**src/rtl/mbrtu_pkg.sv**
```systemverilog
// Package for the Modbus RTU master framer.
// Holds item codes, command and result types, CRC-16 table functions and sizes.
// Used by every module of the block; depends on nothing.
package mbrtu_pkg;

  localparam int unsigned MAX_WORDS    = 125;
  localparam int unsigned QUEUE_DEPTH  = 4;
  localparam int unsigned QUEUE_PTR_W  = $clog2(QUEUE_DEPTH);
  localparam int unsigned QUEUE_CNT_W  = QUEUE_PTR_W + 1;
  localparam int unsigned STEP_W       = 3;

  localparam logic [7:0]  FN_READ_INPUT  = 8'h04;
  localparam logic [7:0]  FN_WRITE_ONE   = 8'h06;
  localparam logic [7:0]  FN_WRITE_MULTI = 8'h10;
  localparam logic [15:0] CRC_INIT       = 16'hFFFF;
  localparam logic [15:0] CRC_POLY       = 16'hA001;

  typedef enum logic [2:0] {
    FUNC_READ   = 3'd0,
    FUNC_WRITE1 = 3'd1,
    FUNC_MHDR   = 3'd2,
    FUNC_MVAL   = 3'd3,
    FUNC_RXBYTE = 3'd4
  } func_e;

  typedef enum logic [1:0] {
    KIND_TX     = 2'd0,
    KIND_WORD   = 2'd1,
    KIND_STATUS = 2'd2
  } kind_e;

  typedef struct packed {
    func_e       op;
    logic [7:0]  addr;
    logic [15:0] reg_addr;
    logic [6:0]  cnt;
    logic [15:0] value;
    logic        last;
    logic [7:0]  rx;
  } cmd_t;

  typedef struct packed {
    kind_e              kind;
    logic [7:0]         byte_out;
    logic signed [15:0] data_word;
    logic               crc_ok;
    logic               frame_end;
  } result_t;

  function automatic logic [15:0] crc_tab_f(input logic [7:0] idx);
    logic [15:0] c;
    c = {8'h00, idx};
    for (int b = 0; b < 8; b++) begin
      c = c[0] ? ((c >> 1) ^ CRC_POLY) : (c >> 1);
    end
    return c;
  endfunction

  function automatic logic [15:0] crc_feed_f(input logic [15:0] crc, input logic [7:0] data);
    return {8'h00, crc[15:8]} ^ crc_tab_f(data ^ crc[7:0]);
  endfunction

endpackage

```
**src/rtl/modbus_rtu_master_framer.sv**
```systemverilog
// Top level of the Modbus RTU master framer.
// Instantiates mbrtu_front, mbrtu_queue and mbrtu_back; depends on mbrtu_pkg.
//
// Usage: requests and received response bytes enter on the slave stream. tuser
// carries the item code (read, write single, multi header, multi value, response
// byte) and tlast marks the final value of a multi write. The master stream
// carries transmit bytes, read data words and the read status; tlast marks the
// last result caused by one input item.
// The front decodes each item into a command and pushes it into a four-entry
// queue; it stalls only when the queue is full. The back runs one command at a
// time and, while the output register is free, produces one result per cycle into it.
// With an empty queue and a free output, the first result of an item is held
// in the queue and then the output register before it is valid on the master
// stream. Frame bytes go out in order, the CRC pair at the end of each frame; an
// ignored multi value or response byte gives no result, and an item with an
// unused code is dropped by the front.
// The single CRC table lookup in the back sets the one-byte-per-cycle pace.
// Reset empties the queue, clears the output valid and parse state, and presets both CRCs.
// When the receiver stalls, the output holds and the back waits at its next
// result; the queue keeps taking items until it fills.
module modbus_rtu_master_framer (
  input  logic        clk_i,
  input  logic        rst_ni,
  input  logic        s_axis_tvalid_i,
  output logic        s_axis_tready_o,
  // slave_addr[7:0], reg_number[23:8], word_count[30:24], reg_value[46:31],
  // rx_byte[54:47], zero[55]
  input  logic [55:0] s_axis_tdata_i,
  // func[2:0]
  input  logic [2:0]  s_axis_tuser_i,
  input  logic        s_axis_tlast_i,
  output logic        m_axis_tvalid_o,
  input  logic        m_axis_tready_i,
  // byte_out[7:0], data_word[23:8], crc_ok[24], zero[31:25]
  output logic [31:0] m_axis_tdata_o,
  // kind[1:0]
  output logic [1:0]  m_axis_tuser_o,
  output logic        m_axis_tlast_o
);

  logic               q_full, q_push, q_pop, head_valid;
  mbrtu_pkg::cmd_t    push_cmd, head_cmd;
  mbrtu_pkg::result_t res;

  mbrtu_front u_front (
    .s_valid_i (s_axis_tvalid_i),
    .s_data_i  (s_axis_tdata_i),
    .s_user_i  (s_axis_tuser_i),
    .s_last_i  (s_axis_tlast_i),
    .s_ready_o (s_axis_tready_o),
    .q_full_i  (q_full),
    .q_push_o  (q_push),
    .q_cmd_o   (push_cmd)
  );

  mbrtu_queue u_queue (
    .clk_i        (clk_i),
    .rst_ni       (rst_ni),
    .push_i       (q_push),
    .push_cmd_i   (push_cmd),
    .full_o       (q_full),
    .pop_i        (q_pop),
    .head_valid_o (head_valid),
    .head_cmd_o   (head_cmd)
  );

  mbrtu_back u_back (
    .clk_i        (clk_i),
    .rst_ni       (rst_ni),
    .head_valid_i (head_valid),
    .head_cmd_i   (head_cmd),
    .pop_o        (q_pop),
    .out_valid_o  (m_axis_tvalid_o),
    .out_res_o    (res),
    .out_ready_i  (m_axis_tready_i)
  );

  assign m_axis_tdata_o = {7'b0, res.crc_ok, res.data_word, res.byte_out};
  assign m_axis_tuser_o = res.kind;
  assign m_axis_tlast_o = res.frame_end;

  a_status_ends_item: assert property (@(posedge clk_i) disable iff (!rst_ni)
    m_axis_tvalid_o && m_axis_tuser_o == mbrtu_pkg::KIND_STATUS |-> m_axis_tlast_o)
    else $error("Read status is not the last result of its item.");

  a_kind_known: assert property (@(posedge clk_i) disable iff (!rst_ni)
    m_axis_tvalid_o |-> (m_axis_tuser_o == mbrtu_pkg::KIND_TX ||
                         m_axis_tuser_o == mbrtu_pkg::KIND_WORD ||
                         m_axis_tuser_o == mbrtu_pkg::KIND_STATUS))
    else $error("Result kind out of range.");

  a_byte_only_tx: assert property (@(posedge clk_i) disable iff (!rst_ni)
    m_axis_tvalid_o && m_axis_tuser_o != mbrtu_pkg::KIND_TX |-> m_axis_tdata_o[7:0] == 8'h00)
    else $error("Frame byte set on a parse result.");

  a_pop_needs_head: assert property (@(posedge clk_i) disable iff (!rst_ni)
    q_pop |-> head_valid)
    else $error("Back retired a command from an empty queue.");

endmodule

```
**src/rtl/mbrtu_front.sv**
```systemverilog
// Front part of the Modbus RTU master framer: accepts input items and classifies them.
// Turns each item with a used code into a command for the queue; depends on mbrtu_pkg.
module mbrtu_front (
  input  logic               s_valid_i,
  input  logic [55:0]        s_data_i,
  input  logic [2:0]         s_user_i,
  input  logic               s_last_i,
  output logic               s_ready_o,
  input  logic               q_full_i,
  output logic               q_push_o,
  output mbrtu_pkg::cmd_t    q_cmd_o
);

  logic [6:0]  raw_cnt;
  logic [15:0] raw_reg;
  logic        known;

  assign raw_reg = s_data_i[23:8];
  assign raw_cnt = s_data_i[30:24];

  always_comb begin
    q_cmd_o.op       = mbrtu_pkg::func_e'(s_user_i);
    q_cmd_o.addr     = s_data_i[7:0];
    q_cmd_o.reg_addr = raw_reg - 16'd1;
    q_cmd_o.cnt      = (raw_cnt > 7'(mbrtu_pkg::MAX_WORDS)) ?
                       7'(mbrtu_pkg::MAX_WORDS) : raw_cnt;
    q_cmd_o.value    = s_data_i[46:31];
    q_cmd_o.last     = s_last_i;
    q_cmd_o.rx       = s_data_i[54:47];
    unique case (mbrtu_pkg::func_e'(s_user_i))
      mbrtu_pkg::FUNC_READ,
      mbrtu_pkg::FUNC_WRITE1,
      mbrtu_pkg::FUNC_MHDR,
      mbrtu_pkg::FUNC_MVAL,
      mbrtu_pkg::FUNC_RXBYTE: known = 1'b1;
      default:                known = 1'b0;
    endcase
  end

  assign s_ready_o = !q_full_i;
  assign q_push_o  = s_valid_i && !q_full_i && known;

endmodule

```
**src/rtl/mbrtu_queue.sv**
```systemverilog
// Short command queue between the front and back parts of the framer.
// Small register FIFO of commands; depends on mbrtu_pkg.
module mbrtu_queue (
  input  logic               clk_i,
  input  logic               rst_ni,
  input  logic               push_i,
  input  mbrtu_pkg::cmd_t    push_cmd_i,
  output logic               full_o,
  input  logic               pop_i,
  output logic               head_valid_o,
  output mbrtu_pkg::cmd_t    head_cmd_o
);

  mbrtu_pkg::cmd_t                     slot_q [mbrtu_pkg::QUEUE_DEPTH];
  logic [mbrtu_pkg::QUEUE_PTR_W-1:0]   wr_ptr_q, wr_ptr_d;
  logic [mbrtu_pkg::QUEUE_PTR_W-1:0]   rd_ptr_q, rd_ptr_d;
  logic [mbrtu_pkg::QUEUE_CNT_W-1:0]   count_q, count_d;
  logic                                do_push, do_pop;

  assign full_o       = (count_q == mbrtu_pkg::QUEUE_CNT_W'(mbrtu_pkg::QUEUE_DEPTH));
  assign head_valid_o = (count_q != '0);
  assign head_cmd_o   = slot_q[rd_ptr_q];
  assign do_push      = push_i && !full_o;
  assign do_pop       = pop_i && head_valid_o;

  always_comb begin
    wr_ptr_d = do_push ? wr_ptr_q + 1'b1 : wr_ptr_q;
    rd_ptr_d = do_pop ? rd_ptr_q + 1'b1 : rd_ptr_q;
    count_d  = count_q;
    if (do_push && !do_pop) begin
      count_d = count_q + 1'b1;
    end else if (do_pop && !do_push) begin
      count_d = count_q - 1'b1;
    end
  end

  always_ff @(posedge clk_i or negedge rst_ni) begin
    if (!rst_ni) begin
      wr_ptr_q <= '0;
      rd_ptr_q <= '0;
      count_q  <= '0;
    end else begin
      wr_ptr_q <= wr_ptr_d;
      rd_ptr_q <= rd_ptr_d;
      count_q  <= count_d;
    end
  end

  always_ff @(posedge clk_i) begin
    if (do_push) begin
      slot_q[wr_ptr_q] <= push_cmd_i;
    end
  end

endmodule

```
**src/rtl/mbrtu_back.sv**
```systemverilog
// Back part of the framer: emits frame bytes with CRC-16 and parses read responses.
// One result per cycle into an output register while it is free; depends on mbrtu_pkg.
module mbrtu_back (
  input  logic                 clk_i,
  input  logic                 rst_ni,
  input  logic                 head_valid_i,
  input  mbrtu_pkg::cmd_t      head_cmd_i,
  output logic                 pop_o,
  output logic                 out_valid_o,
  output mbrtu_pkg::result_t   out_res_o,
  input  logic                 out_ready_i
);

  logic [mbrtu_pkg::STEP_W-1:0] step_q, step_d;
  logic [15:0] tx_crc_q, tx_crc_d;
  logic [15:0] rx_crc_q, rx_crc_d;
  logic [7:0]  rx_pos_q, rx_pos_d;
  logic [6:0]  exp_words_q, exp_words_d;
  logic [7:0]  held_hi_q, held_hi_d;
  logic [7:0]  crc_lo_q, crc_lo_d;
  logic        multi_open_q, multi_open_d;
  logic        out_valid_q, out_valid_d;
  mbrtu_pkg::result_t out_res_q, out_res_d;

  logic        can_load, fire, emit, last_step, feed;
  logic [7:0]  tx_byte, feed_byte, dlen3;
  logic [15:0] crc_in, crc_next;
  mbrtu_pkg::cmd_t    cmd;
  mbrtu_pkg::result_t res;

  assign cmd      = head_cmd_i;
  assign can_load = !out_valid_q || out_ready_i;
  assign dlen3    = 8'({exp_words_q, 1'b0}) + 8'd3;
  assign crc_next = mbrtu_pkg::crc_feed_f(crc_in, feed_byte);

  always_comb begin
    emit      = 1'b0;
    last_step = 1'b1;
    feed      = 1'b0;
    tx_byte   = 8'h00;
    res       = '0;
    crc_in    = tx_crc_q;
    unique case (cmd.op)
      mbrtu_pkg::FUNC_READ, mbrtu_pkg::FUNC_WRITE1, mbrtu_pkg::FUNC_MHDR: begin
        emit      = 1'b1;
        last_step = (cmd.op == mbrtu_pkg::FUNC_MHDR) ? (step_q == 3'd6) : (step_q == 3'd7);
        feed      = 1'b1;
        if (step_q == 3'd0) begin
          crc_in = mbrtu_pkg::CRC_INIT;
        end
        unique case (step_q)
          3'd0: tx_byte = cmd.addr;
          3'd1: begin
            unique case (cmd.op)
              mbrtu_pkg::FUNC_READ:   tx_byte = mbrtu_pkg::FN_READ_INPUT;
              mbrtu_pkg::FUNC_WRITE1: tx_byte = mbrtu_pkg::FN_WRITE_ONE;
              default:                tx_byte = mbrtu_pkg::FN_WRITE_MULTI;
            endcase
          end
          3'd2: tx_byte = cmd.reg_addr[15:8];
          3'd3: tx_byte = cmd.reg_addr[7:0];
          3'd4: tx_byte = (cmd.op == mbrtu_pkg::FUNC_WRITE1) ? cmd.value[15:8] : 8'h00;
          3'd5: tx_byte = (cmd.op == mbrtu_pkg::FUNC_WRITE1) ? cmd.value[7:0] : {1'b0, cmd.cnt};
          3'd6: begin
            if (cmd.op == mbrtu_pkg::FUNC_MHDR) begin
              tx_byte = {cmd.cnt, 1'b0};
            end else begin
              tx_byte = tx_crc_q[7:0];
              feed    = 1'b0;
            end
          end
          default: begin
            tx_byte = tx_crc_q[15:8];
            feed    = 1'b0;
          end
        endcase
      end
      mbrtu_pkg::FUNC_MVAL: begin
        if (multi_open_q) begin
          emit      = 1'b1;
          last_step = cmd.last ? (step_q == 3'd3) : (step_q == 3'd1);
          feed      = (step_q == 3'd0) || (step_q == 3'd1);
          priority case (step_q)
            3'd0:    tx_byte = cmd.value[15:8];
            3'd1:    tx_byte = cmd.value[7:0];
            3'd2:    tx_byte = tx_crc_q[7:0];
            default: tx_byte = tx_crc_q[15:8];
          endcase
        end
      end
      default: begin
        crc_in = rx_crc_q;
        if (exp_words_q != '0) begin
          if (rx_pos_q >= 8'd3 && rx_pos_q < dlen3 && !rx_pos_q[0]) begin
            emit = 1'b1;
            res.kind      = mbrtu_pkg::KIND_WORD;
            res.data_word = {held_hi_q, cmd.rx};
          end else if (rx_pos_q > dlen3) begin
            emit = 1'b1;
            res.kind   = mbrtu_pkg::KIND_STATUS;
            res.crc_ok = ({cmd.rx, crc_lo_q} == rx_crc_q);
          end
        end
      end
    endcase
    feed_byte = (cmd.op == mbrtu_pkg::FUNC_RXBYTE) ? cmd.rx : tx_byte;
    if (cmd.op != mbrtu_pkg::FUNC_RXBYTE) begin
      res.kind     = mbrtu_pkg::KIND_TX;
      res.byte_out = tx_byte;
    end
    res.frame_end = last_step;
  end

  assign fire  = head_valid_i && (can_load || !emit);
  assign pop_o = fire && last_step;

  always_comb begin
    step_d       = step_q;
    tx_crc_d     = tx_crc_q;
    rx_crc_d     = rx_crc_q;
    rx_pos_d     = rx_pos_q;
    exp_words_d  = exp_words_q;
    held_hi_d    = held_hi_q;
    crc_lo_d     = crc_lo_q;
    multi_open_d = multi_open_q;
    out_valid_d  = out_ready_i ? 1'b0 : out_valid_q;
    out_res_d    = out_res_q;
    if (fire) begin
      step_d = last_step ? '0 : step_q + 1'b1;
      if (emit) begin
        out_valid_d = 1'b1;
        out_res_d   = res;
      end
      if (cmd.op == mbrtu_pkg::FUNC_RXBYTE) begin
        if (exp_words_q != '0) begin
          if (rx_pos_q < dlen3) begin
            rx_crc_d = crc_next;
            if (rx_pos_q >= 8'd3 && rx_pos_q[0]) begin
              held_hi_d = cmd.rx;
            end
            rx_pos_d = rx_pos_q + 8'd1;
          end else if (rx_pos_q == dlen3) begin
            crc_lo_d = cmd.rx;
            rx_pos_d = rx_pos_q + 8'd1;
          end else begin
            exp_words_d = '0;
            rx_pos_d    = '0;
            rx_crc_d    = mbrtu_pkg::CRC_INIT;
          end
        end
      end else if (feed) begin
        tx_crc_d = crc_next;
      end
      if (cmd.op == mbrtu_pkg::FUNC_MHDR) begin
        multi_open_d = 1'b1;
      end
      if (cmd.op == mbrtu_pkg::FUNC_MVAL && emit && last_step && cmd.last) begin
        multi_open_d = 1'b0;
      end
      if (cmd.op == mbrtu_pkg::FUNC_READ && last_step) begin
        exp_words_d = cmd.cnt;
        rx_pos_d    = '0;
        rx_crc_d    = mbrtu_pkg::CRC_INIT;
        held_hi_d   = '0;
        crc_lo_d    = '0;
      end
    end
  end

  always_ff @(posedge clk_i or negedge rst_ni) begin
    if (!rst_ni) begin
      step_q       <= '0;
      tx_crc_q     <= mbrtu_pkg::CRC_INIT;
      rx_crc_q     <= mbrtu_pkg::CRC_INIT;
      rx_pos_q     <= '0;
      exp_words_q  <= '0;
      held_hi_q    <= '0;
      crc_lo_q     <= '0;
      multi_open_q <= 1'b0;
      out_valid_q  <= 1'b0;
    end else begin
      step_q       <= step_d;
      tx_crc_q     <= tx_crc_d;
      rx_crc_q     <= rx_crc_d;
      rx_pos_q     <= rx_pos_d;
      exp_words_q  <= exp_words_d;
      held_hi_q    <= held_hi_d;
      crc_lo_q     <= crc_lo_d;
      multi_open_q <= multi_open_d;
      out_valid_q  <= out_valid_d;
    end
  end

  always_ff @(posedge clk_i) begin
    out_res_q <= out_res_d;
  end

  assign out_valid_o = out_valid_q;
  assign out_res_o   = out_res_q;

endmodule

```
**config.mk**
```make
export PLATFORM = sky130hd
export DESIGN_NAME = modbus_rtu_master_framer
export DESIGN_NICKNAME = d
export VERILOG_FILES = /design/src/rtl/mbrtu_pkg.sv /design/src/rtl/modbus_rtu_master_framer.sv /design/src/rtl/mbrtu_front.sv /design/src/rtl/mbrtu_queue.sv /design/src/rtl/mbrtu_back.sv
export SDC_FILE = /design/constraint.sdc
export NUM_CORES = 1
export LEC_CHECK = 0
export BUFFER_PORTS_ARGS = -buffer_cell sky130_fd_sc_hd__buf_2
export CAP_MARGIN = 15
export CORE_MARGIN = 4
export CORE_UTILIZATION = 27
export CTS_CLUSTER_SIZE = 40
export DETAILED_ROUTE_END_ITERATION = 8
export PLACE_DENSITY_LB_ADDON = 0.08
export SLEW_MARGIN = 20
export SYNTH_ARGS = -nofsm -noshare
export SYNTH_HDL_FRONTEND = slang
export SYNTH_SLANG_ARGS = --single-unit
```
**constraint.sdc**
```tcl
create_clock -name clk_i -period 4.7 [get_ports clk_i]
set_input_delay 0.94 -clock clk_i [delete_from_list [all_inputs] [get_ports clk_i]]
set_output_delay 0.94 -clock clk_i [all_outputs]
set_load 0.01 [all_outputs]
```
==> results.md <==
- Worst min path class: in -> async
- CTS buffer count: 42
- First-pass GRT wire length: 62800 um
- CTS tree: yes
- Post-route DRC: 0
- N_diodes: 0
- Int Pwr: 8.78 mW
- Initial Utilization: 27.3%
- Global placement routability congestion: 0.782
- IO Pins: 101
- Critical path type: reg -> reg
- Period utilisation layout: 93.4%
- Total die area: 0.0608 mm^2
- GRT Overall Usage: 13.8%
- Critical path peak fanout: 6
- Static Leakage: 6.64 nW
- Sequential Area: 0.00985 mm^2
- Setup-failing EPs final: 0
- Placed inst area: 0.0169 mm^2
- Final core occ: 32.4%
- Pwr/cell area: 777 mW/mm^2
- RR Startpoint: u_back.exp_words_q[0]
- H-tree depth: 2
- Crit path required time: 5.17 ns
- Ys async rst share: 22.1%
- Iter 0 DRT Violations: 493
- Syn Area/Cell: 14.5 um^2
- Fin Setup TNS: 0 ns
- Sw Ratio: 38.2%
- Layout Nets: 1276
- GRT overflow: 0
- Tightest Pin Transition: 1.02 ns
- Number of synthesized flops with an enable pin: 264
- Non-filler cells, final: 1977
- Synth cell types: 82
- Share of layout cells above drive strength 1: 27.0%
- Vias per Instance: 4.61
- Area Overhead vs Synth: 18.9%
- Clk_skew: 0.0196 ns
- Rel. slew slack: 32.1%
- Xor/xnor share of the synthesized area: 4.05%
- Initial antenna violation count: 3
- Max Root-Sink Buffers: 3
- Clock Tree Root: clkbuf_16
- Critical Path Start: u_back.exp_words_q[0]
- Routed length per placed instance: 21.2 um
- Post-Synth Adder-Cell Area: 1.92%
- Die H: 247 um
- Sequential fraction of the synthesis area: 64.1%
- Die W: 247 um
- Std-Cell Rows: 87
- Multi-input logic area: 0.00518 mm^2
- I/O Buffers: 92
- Core ar.: 0.0564 mm^2
- Post-CTS setup buffer count: 0
- Clock share of power: 21.8%
- Most frequent cells in the layout: edfxtp_1, nand2_1, buf_2
- Synth Area in Compound Gates: 8.13%
- 1st-pass router iterations: 5
- Min cycle time layout: 4.39 ns
- Mux cell area share after synthesis: 10.0%
- Ys Warns: 0
- Status: complete, no violations
- Fill count: 5699
- Fmax: 228 MHz
- Commonest non-fill, non-tap cell in the layout: edfxtp_1
- RSZ-0062 raised after global routing: no
- Post-synthesis cell count: 1058
- Synth Register Bits: 339
- Post-synthesis simple-gate area fraction: 9.23%
- Main combinational cell family by area after synthesis: multiplexers
- Reg power frac: 32.0%
- Final hold violation count: 0
- Crit end category: flip-flop
- Peak supply drop: 0.543 mV
- DP Cell Count: 1901
- Max Cap Viol: 0
- Clk pin slew, worst setup/hold paths: 0.06 ns
- Combinational power share: 46.2%
- Mapped Area: 0.0154 mm^2
- Fin. max-slew vios: 0
- Vias in the first global route: 9381
- Psw: 5.43 mW
- Overall power: 14.2 mW
- Top_reg_cell synth: edfxtp_1
- Largest net degree at the start of global routing: 58
- Clock Latency Late Sink: 0.56 ns
- DR vias: 9116
- Arr. time, crit path: 4.86 ns
- Finished Cell Area: 0.0183 mm^2
- HPWL Detailed: 28800 um
- DRT antenna net count: 0
- Critical Path Start Type: flip-flop
- Post-Route WL: 41900 um
- CTS Sinks: 339
[worst max-delay path: stages (launching register included)]
cell and delay [ns]:
dfrtp_1 0.44, ha_1 0.27, xnor2_1 0.15, ha_1 0.31, and4_1 0.21, a211o_1 0.27, a221o_1 0.34, or3b_2 0.50
a21oi_2 0.24, o2bb2ai_1 0.13, o32a_1 0.20, nand2_1 0.12, ha_1 0.20, inv_1 0.07, fa_1 0.42, xor2_1 0.16
nor2_1 0.12, xor2_1 0.15
[Yosys cell counts, drive strengths merged, types with 4 or more instances]
library cell	number	share of area, %
o21a	5	0.24
o22ai	22	0.94
inv	20	0.49
o21ai	41	1.4
nand3	14	0.46
mux2i	23	1.5
nand2b	17	0.69
o22a	5	0.28
a22oi	6	0.29
mux4	46	6.7
nand2	95	2.3
o31ai	5	0.24
nor3b	7	0.44
and3	8	0.33
a22o	16	0.91
a21oi	39	1.3
a211oi	4	0.20
xor2	39	2.4
buf	30	1.4
nor2b	6	0.24
ha	22	1.8
dfstp	32	5.5
a221oi	6	0.34
dfrtp	43	7.0
clkbuf	29	0.71
nor3	14	0.46
edfxtp	264	52
mux2	23	1.8
nor4	9	0.37
or3b	5	0.29
or3	4	0.16
a21o	7	0.34
nor2	52	1.3
xnor2	19	1.2
and2	25	1.0
[state kept, by name, indices dropped and copies added (netlist names)]
signal	count
u_back.rx_pos_q	8
u_back.multi_open_q	1
u_back.exp_words_q	7
u_back.step_q	3
u_back.crc_lo_q	8
u_queue.wr_ptr_q	2
u_queue.count_q	3
u_back.held_hi_q	8
u_back.out_res_o	28
u_queue.rd_ptr_q	2
u_back.tx_crc_q	16
u_back.rx_crc_q	16
u_back.out_valid_o	1
u_queue.slot_q	236
[cell families after synthesis]
family	Yosys count
flip-flops	339
AND/OR/NAND/NOR	277
AO/OA/AOI/OAI	186
multiplexers	92
buffers and inverters	79
XOR/XNOR	61
adder cells (fa/ha/maj)	23
other	1
[per-layer routing]
metal / wire, um / track usage, %
met1: 19800 / 19.6
met3: 1780 / 2.57
met4: 845 / 3.49
met2: 19500 / 21.9
met5: 34 / 0
[final timing paths]
kind                                            end  cells past startpoint  slack (ns)
worst max-delay path             u_queue.count_q[2]                     17        0.31
worst min-delay path             u_back.rx_pos_q[2]                      1        0.47
max in group asynchronous        u_back.tx_crc_q[4]                      2        3.37
worst max register to register   u_queue.count_q[2]                     17        0.31
worst min register to register  u_back.held_hi_q[6]                      2        0.47
min in group clk_i              u_back.held_hi_q[6]                      2        0.47
[power by group through the flow]
stage	Combinational [mW]	Sequential [mW]	Clock, mW
finish	6.57	4.55	3.09
global route	7.19	4.63	3.35
CTS	6.72	4.56	3.21
detailed placement	6.70	4.61	0
global placement	6.69	4.61	0
floorplan	4.42	4.50	0
[through the flow]
stage                     hold WS (ns)  worst slack [ns]
after floorplan                  0.442             0.443
after CTS                        0.462             0.156
after detailed placement         0.462             0.171
final                            0.466             0.312
after global routing             0.501            0.0554
after global placement           0.453             0.218
[repair_timing]
item / in CTS / in global routing
gates resized for setup: 0 / 2
hold buffers: 0 / 0
setup endpoints to repair: 0 / 3
[final cells by class]
cell class | instances | area share [%]
sequential | 339 | 53.9
multi-input combinational | 646 | 28.3
clock buffer | 57 | 6.34
tap | 756 | 5.18
timing repair buffer | 140 | 4.99
clock inverter | 19 | 0.842
inverter | 20 | 0.411
Note: power is estimated with default switching activity, not from simulation.
